--- config.mk ---
export PLATFORM = sky130hd
export DESIGN_NAME = ffr_emit
export DESIGN_NICKNAME = d
export VERILOG_FILES = /design/src/rtl/fixed_font_text_renderer_defines.svh /design/src/rtl/ffr_pkg.sv /design/src/rtl/ffr_emit.sv
export SDC_FILE = /design/constraint.sdc
export NUM_CORES = 1
export LEC_CHECK = 0
export BUFFER_PORTS_ARGS = -buffer_cell sky130_fd_sc_hd__buf_2
export CAP_MARGIN = 20
export CORE_ASPECT_RATIO = 2
export CORE_MARGIN = 5
export CORE_UTILIZATION = 45
export DETAILED_ROUTE_END_ITERATION = 7
export PLACE_DENSITY_LB_ADDON = 0.2
export RECOVER_POWER = 25
export SYNTH_ARGS = -nofsm -noshare
export SYNTH_HDL_FRONTEND = slang
export SYNTH_SLANG_ARGS = --single-unit
--- constraint.sdc ---
create_clock -name clk -period 3.78 [get_ports clk]
set_input_delay 0.756 -clock clk [delete_from_list [all_inputs] [get_ports clk]]
set_output_delay 0.756 -clock clk [all_outputs]
set_load 0.02 [all_outputs]
--- src/rtl/fixed_font_text_renderer_defines.svh ---
// assertion macros for the fixed font text renderer
// depends on signals named clk and rst_n in the module that uses them
`ifndef FIXED_FONT_TEXT_RENDERER_DEFINES_SVH
`define FIXED_FONT_TEXT_RENDERER_DEFINES_SVH
`ifndef SYNTHESIS
`define FFR_ASSERT(label, prop, msg) \
  label: assert property (@(posedge clk) disable iff (!rst_n) prop) else $error(msg);
`define FFR_NEVER(label, expr, msg) \
  label: assert property (@(posedge clk) disable iff (!rst_n) !(expr)) else $error(msg);
`else
`define FFR_ASSERT(label, prop, msg)
`define FFR_NEVER(label, expr, msg)
`endif
`endif

--- src/rtl/ffr_pkg.sv ---
// shared types and constants of the fixed font text renderer
// no dependencies
package ffr_pkg;

  localparam int GLYPH_COUNT_DEF = 256;
  localparam int GLYPH_COLS      = 5;
  localparam int GLYPH_ROWS      = 8;
  localparam int CELL_PITCH      = 6;

  localparam logic [1:0] CMD_LOAD  = 2'd0;
  localparam logic [1:0] CMD_START = 2'd1;
  localparam logic [1:0] CMD_DRAW  = 2'd2;

  localparam logic [7:0] CHAR_NEWLINE = 8'd10;
  localparam logic [7:0] CHAR_RETURN  = 8'd13;

  localparam logic REG_WIDTH  = 1'b0;
  localparam logic REG_HEIGHT = 1'b1;

  localparam logic [7:0] WIDTH_RESET  = 8'd128;
  localparam logic [7:0] HEIGHT_RESET = 8'd64;

  typedef struct packed {
    logic [1:0]  command;
    logic [10:0] font_address;
    logic [7:0]  font_byte;
    logic [7:0]  origin_x;
    logic [7:0]  origin_y;
    logic [15:0] text_color;
    logic [15:0] back_color;
    logic [7:0]  char_code;
  } in_item_t;

  typedef struct packed {
    logic [8:0]  pixel_x;
    logic [8:0]  pixel_y;
    logic [15:0] pixel_color;
  } pixel_t;

  typedef struct packed {
    logic [8:0]  pixel_x;
    logic [8:0]  pixel_y;
    logic [15:0] pixel_color;
    logic        last;
  } out_item_t;

  typedef struct packed {
    logic   push;
    logic   flush;
    pixel_t pixel;
  } emit_ctrl_t;

  typedef struct packed {
    logic ready;
    logic pend_valid;
  } emit_stat_t;

  typedef enum logic [1:0] {
    ST_IDLE,
    ST_READ,
    ST_ROWS,
    ST_FLUSH
  } state_t;

endpackage

--- src/rtl/ffr_emit.sv ---
// pixel emit stage: one pending pixel plus the output register
// depends on ffr_pkg; the pending slot lets the final pixel carry the last flag
module ffr_emit (
  input  logic               clk,
  input  logic               rst_n,
  input  ffr_pkg::emit_ctrl_t ctrl,
  output ffr_pkg::emit_stat_t stat,
  output logic               out_valid,
  input  logic               out_ready,
  output ffr_pkg::out_item_t  out_item
);

  logic               pend_valid_r, pend_valid_nxt;
  ffr_pkg::pixel_t    pend_r, pend_nxt;
  logic               out_valid_r, out_valid_nxt;
  ffr_pkg::out_item_t out_r, out_nxt;
  logic               slot_free;

  assign slot_free       = !out_valid_r || out_ready;
  assign stat.ready      = !pend_valid_r || slot_free;
  assign stat.pend_valid = pend_valid_r;
  assign out_valid       = out_valid_r;
  assign out_item        = out_r;

  always_comb begin
    pend_valid_nxt = pend_valid_r;
    pend_nxt       = pend_r;
    out_valid_nxt  = out_valid_r;
    out_nxt        = out_r;
    if (out_valid_r && out_ready) begin
      out_valid_nxt = 1'b0;
    end
    if (ctrl.push && stat.ready) begin
      if (pend_valid_r) begin
        out_nxt       = {pend_r, 1'b0};
        out_valid_nxt = 1'b1;
      end
      pend_nxt       = ctrl.pixel;
      pend_valid_nxt = 1'b1;
    end else if (ctrl.flush && pend_valid_r && slot_free) begin
      out_nxt        = {pend_r, 1'b1};
      out_valid_nxt  = 1'b1;
      pend_valid_nxt = 1'b0;
    end
  end

  always_ff @(posedge clk) begin
    if (!rst_n) begin
      pend_valid_r <= 1'b0;
      out_valid_r  <= 1'b0;
    end else begin
      pend_valid_r <= pend_valid_nxt;
      out_valid_r  <= out_valid_nxt;
    end
  end

  always_ff @(posedge clk) begin
    pend_r <= pend_nxt;
    out_r  <= out_nxt;
  end

endmodule

Yosys cells after proc, flatten, opt, wreduce, memory -nomap -nowiden --
Index checks and enable logic that the tools add are counted.
Word-level totals: word-level logic and storage cells 29, flip-flop bits (word level) 71, output and inout bits 38, input port bits 39
Operators by class: equal/unequal tests 1, muxes and demuxes 9, reductions and logical operators 10
Operator list (count):
- 2-to-1 mux 35 bit | 3
- 2-to-1 mux 1 bit | 6
- logical AND 1 bit | 4
- logical NOT 1 bit | 2
- logical OR 1 bit | 2
- != test 2 bit (second input constant) | 1
- AND reduction 2 bit | 1
- nonzero test 2 bit | 1

Logic depth before layout (Yosys ltp) --
word-level depth 6, mapped depth 2, depth with buffers taken out 2

Least setup slack after synthesis --
Ideal clock, no wire load.
path type in2reg, start point in out_ready, end point reg out_r, in the netlist out_item[0] (enable), required time 3.349 ns, data arrival time 2.471 ns, buffers on the path 0, cell stages on the path 2, library setup time 0.431 ns, slack 0.877 ns, cell sequence nand2b_2 > nor2b_1
Between the ends: longest elaborated chain between the ends 5, elaborated cells on any way between the ends 7, classes of those cells eq/ne: 1; reduce/logical: 6
RTL lines:
- from (decl) | RTL line ffr_emit.sv:9 | input logic out_ready,
- logical OR 1 bit * | RTL line ffr_emit.sv:19 | assign slot_free = !out_valid_r || out_ready;
- logical OR 1 bit | RTL line ffr_emit.sv:20 | assign stat.ready = !pend_valid_r || slot_free;
- logical AND 1 bit | RTL line ffr_emit.sv:33 | if (ctrl.push && stat.ready) begin
- != test 2 bit (no source line) / nonzero test 2 bit (equally long branches)
- AND reduction 2 bit (no source line) *
- to (signal assigned) | RTL line ffr_emit.sv:59 | out_r <= out_nxt;
- to (decl) | RTL line ffr_emit.sv:16 | ffr_pkg::out_item_t out_r, out_nxt;
Mark *: on every way between the ends. The rest lies on a longest branch, timed or not. A chain may end at the register's enable or synchronous reset.

==> parameters.txt <==
Parameter                              Value

GRT
  Largest net degree at the start of global routing ... 36
  Wire length of the first global-routing pass ... 4730 um
  Overflow left after global routing ... 0
  Overall track demand over capacity in global routing ... 10.8%
  Number of global-route vias before repair ... 999
  Initial antenna violation count ... 0

Setup path
  Data required time at the worst endpoint ... 3.02 ns
  Start point of the critical path ... out_ready
  FF-to-FF Start ... pend_valid_r
  Data arrival at the endpoint of the critical path ... 1.22 ns
  Critical Path Source Type ... primary input
  Critical path start-end classification ... in -> out
  Endpoint of the most critical setup path ... stat[1]
  Maximum net fanout on the critical path ... 3
  Crit Reg-Reg Endpoint ... out_item[22]
  Minimum setup slack among reg-to-reg paths ... 2.17 ns
  Worst reg2reg path depth ... 2
  Critical path capture point type ... primary output

Synth
  Distinct cell type count after synthesis ... 12
  Warnings, synthesis ... 0
  Mean instance size in the synthesized netlist ... 26.6 um2
  Top cells by area, synth ... sky130_fd_sc_hd__edfxtp_1, sky130_fd_sc_hd__dfxtp_1, sky130_fd_sc_hd__o21ai_1, sky130_fd_sc_hd__nand2b_2, sky130_fd_sc_hd__a21boi_1
  Total nets after synthesis ... 121
  Post-synthesis cell area ... 2180 um2
  Flip-flop and latch count after synthesis ... 71
  Fraction of the yosys area taken by sequential cells ... 96.9%
  Count of mapped cells out of synthesis ... 82
  Most area-hungry cell type in the Yosys netlist ... sky130_fd_sc_hd__edfxtp_1
  Share of the synthesized area in the top cell type ... 95.1%

Die
  Starting density of the core ... 45.6%
  Area of the die ... 6420 um2
  Chip Height ... 108 um
  Count of standard-cell rows ... 36
  Horizontal extent of the die ... 59.2 um
  Floorplan core area ... 4770 um2
  Num ports ... 77

Drt
  Vias after detailed routing ... 1,046
  Via density per instance ... 4.53
  Routed WL per cell ... 13.7 um
  DRC violation total after the first TritonRoute iteration ... 19
  Total DRC errors in the routed layout ... 0
  Post-Route WL ... 3160 um
  Number of antenna-violating nets in the routed design ... 0
  Total iterations of the first detailed-routing run ... 4

Pwr
  Total power density per cell area ... 531 nW/um2
  Total leakage power ... 1.09 nW
  Part of the power in combinational logic ... 5.5%
  Net Sw Power ... 0.316 mW
  Clock network fraction of design power ... 32.7%
  Part of the total power dissipated in sequential elements ... 61.8%
  Switching part of the total ... 21.2%
  Maximum ir drop on the vdd rail ... 0.357 mV
  Internal power ... 1.17 mW

Clock tree
  # hold bufs at CTS ... 0
  Number of clock sinks seen by CTS ... 71
  Root buffer cell ... sky130_fd_sc_hd__clkbuf_8
  Worst-path clk slew ... 0.07 ns
  Clock buffers created by TritonCTS ... 9
  Longest Clk Path Bufs ... 2
  Post-cts resize count ... 0
  Post-CTS Setup Repair Bufs ... 0
  Number of levels the H-tree was split into ... 3
  TritonCTS clock tree ... built
  Clock insertion delay at the later pin of the skew report ... 0.33 ns

Cells and area
  Antenna Cells ... 0
  Non-filler cells in the finished layout ... 231
  Net count of the finished layout ... 208
  Fraction of layout cells with a size suffix above 1 ... 53.4%
  Util after Layout ... 58.7%
  Synthesis-to-layout area growth ... 28.6%
  Filler instances ... 399

Timing
  Final setup vio count ... 0
  Final total negative setup slack ... 0 ns
  Slew of the pin with the lowest slew margin ... 0.903 ns
  Final hold violations ... 0
  Achievable frequency ... 0.507 GHz
  Minimum clock period ... 1.97 ns
  Final critical-path share of the clock period ... 52.2%
  Normalized max-slew margin ... 39.7%
  Clock Skews ... 0.00560 ns
  Max Transition Viols Final ... 0
  Post-route worst setup slack ... 1.81 ns
  Setup repair after global routing missed its margin ... no

Place
  Detailed-placement wirelength estimate ... 2210 um
  Pre-CTS setup slack ... 1.63 ns
  Number of cells in the design after placement ... 215
  Number of port buffers ... 76
  Placer's final routability congestion estimate ... 0.689

Job
  Count of maximum capacitance violations ... 0

Outcome
  Status ... finished clean

Min path
  Type of the worst min-delay path ... reg -> reg
==> layout make-up <==
class                   instances  area, um2  share of cell area [%]
clock buffers                  10        128                    4.55
flip-flops and latches         71       2110                    75.3
multi-input cells               9       63.8                    2.28
inverters                       1       3.75                   0.134
repair buffers                 77        388                    13.8
clock inverters                 6       37.5                    1.34
well taps                      57       71.3                    2.54
==> per-layer routing <==
layer	vias up	GRT usage [%]	wire [um]
li1	498	-	-
met1	483	12.8	1190
met2	61	14.6	1570
met3	4	5.73	366
met4	0	7.94	36
met5	-	0	0
==> synth_stat cells (all sizes together) <==
cell / count
nand2b: 1
edfxtp: 69
and2: 1
inv: 1
nand2: 1
a31oi: 1
buf: 1
nand3b: 1
dfxtp: 2
o21ai: 2
a21boi: 1
nor2b: 1
==> cells in the final DEF, fill, tap and decap left out, types with 2 or more instances in the layout <==
| master | netlist | routed |
|---|---|---|
| sky130_fd_sc_hd__clkinvlp_4 | 0 | 2 |
| sky130_fd_sc_hd__buf_2 | 0 | 76 |
| sky130_fd_sc_hd__edfxtp_1 | 69 | 69 |
| sky130_fd_sc_hd__dfxtp_1 | 2 | 2 |
| sky130_fd_sc_hd__clkbuf_8 | 0 | 9 |
| sky130_fd_sc_hd__o21ai_1 | 2 | 2 |
| sky130_fd_sc_hd__clkinv_2 | 0 | 2 |
==> critical path, stage by stage <==
cell and delay, ns:
sky130_fd_sc_hd__buf_2 0.10, sky130_fd_sc_hd__nand3b_1 0.18, sky130_fd_sc_hd__buf_2 0.18
==> per-stage QoR <==
step | hold WS, ns | area, um2 | power (mW)
2_1_floorplan | 0.400 | 2180 | 0.978
4_1_cts | 0.414 | 2800 | 1.51
3_3_place_gp | 0.400 | 2640 | 1.02
5_1_grt | 0.418 | 2800 | 1.56
6_report | 0.414 | 2800 | 1.49
3_5_place_dp | 0.405 | 2640 | 1.02
==> state kept, by name (all words and copies together) (netlist names) <==
name,flops
out_item,35
out_valid,1
pend_r,34
pend_valid_r,1
==> cells by family (layout without fill, tap and decap cells) <==
logic type	Yosys count	after routing	share of synthesized area, %
and+or+nand+nor	5	5	1.49
buffers and inverters	2	94	0.517
DFF	71	71	96.9
AOI/OAI and AO/OA	4	4	1.09
==> worst min path at each step <==
stage / cells after the start / to / from / slack (ns)
detailed placement: 0 / out_item[11] / pend_r[10] / 0.40
finish: 0 / out_item[2] / pend_r[1] / 0.41
global placement: 0 / out_item[33] / pend_r[32] / 0.40
floorplan: 0 / out_item[10] / pend_r[9] / 0.40
CTS: 0 / out_item[2] / pend_r[1] / 0.41
global route: 0 / out_item[1] / pend_r[0] / 0.42
==> power groups by stage <==
stage	sequential (mW)	combinational [mW]	clock, mW
after detailed placement	0.939	0.0831	0
final	0.921	0.0813	0.487
after CTS	0.922	0.0832	0.510
after floorplan	0.961	0.0176	0
after global routing	0.925	0.0887	0.544
after global placement	0.938	0.0811	0
Power figures use the tool's default switching activity.
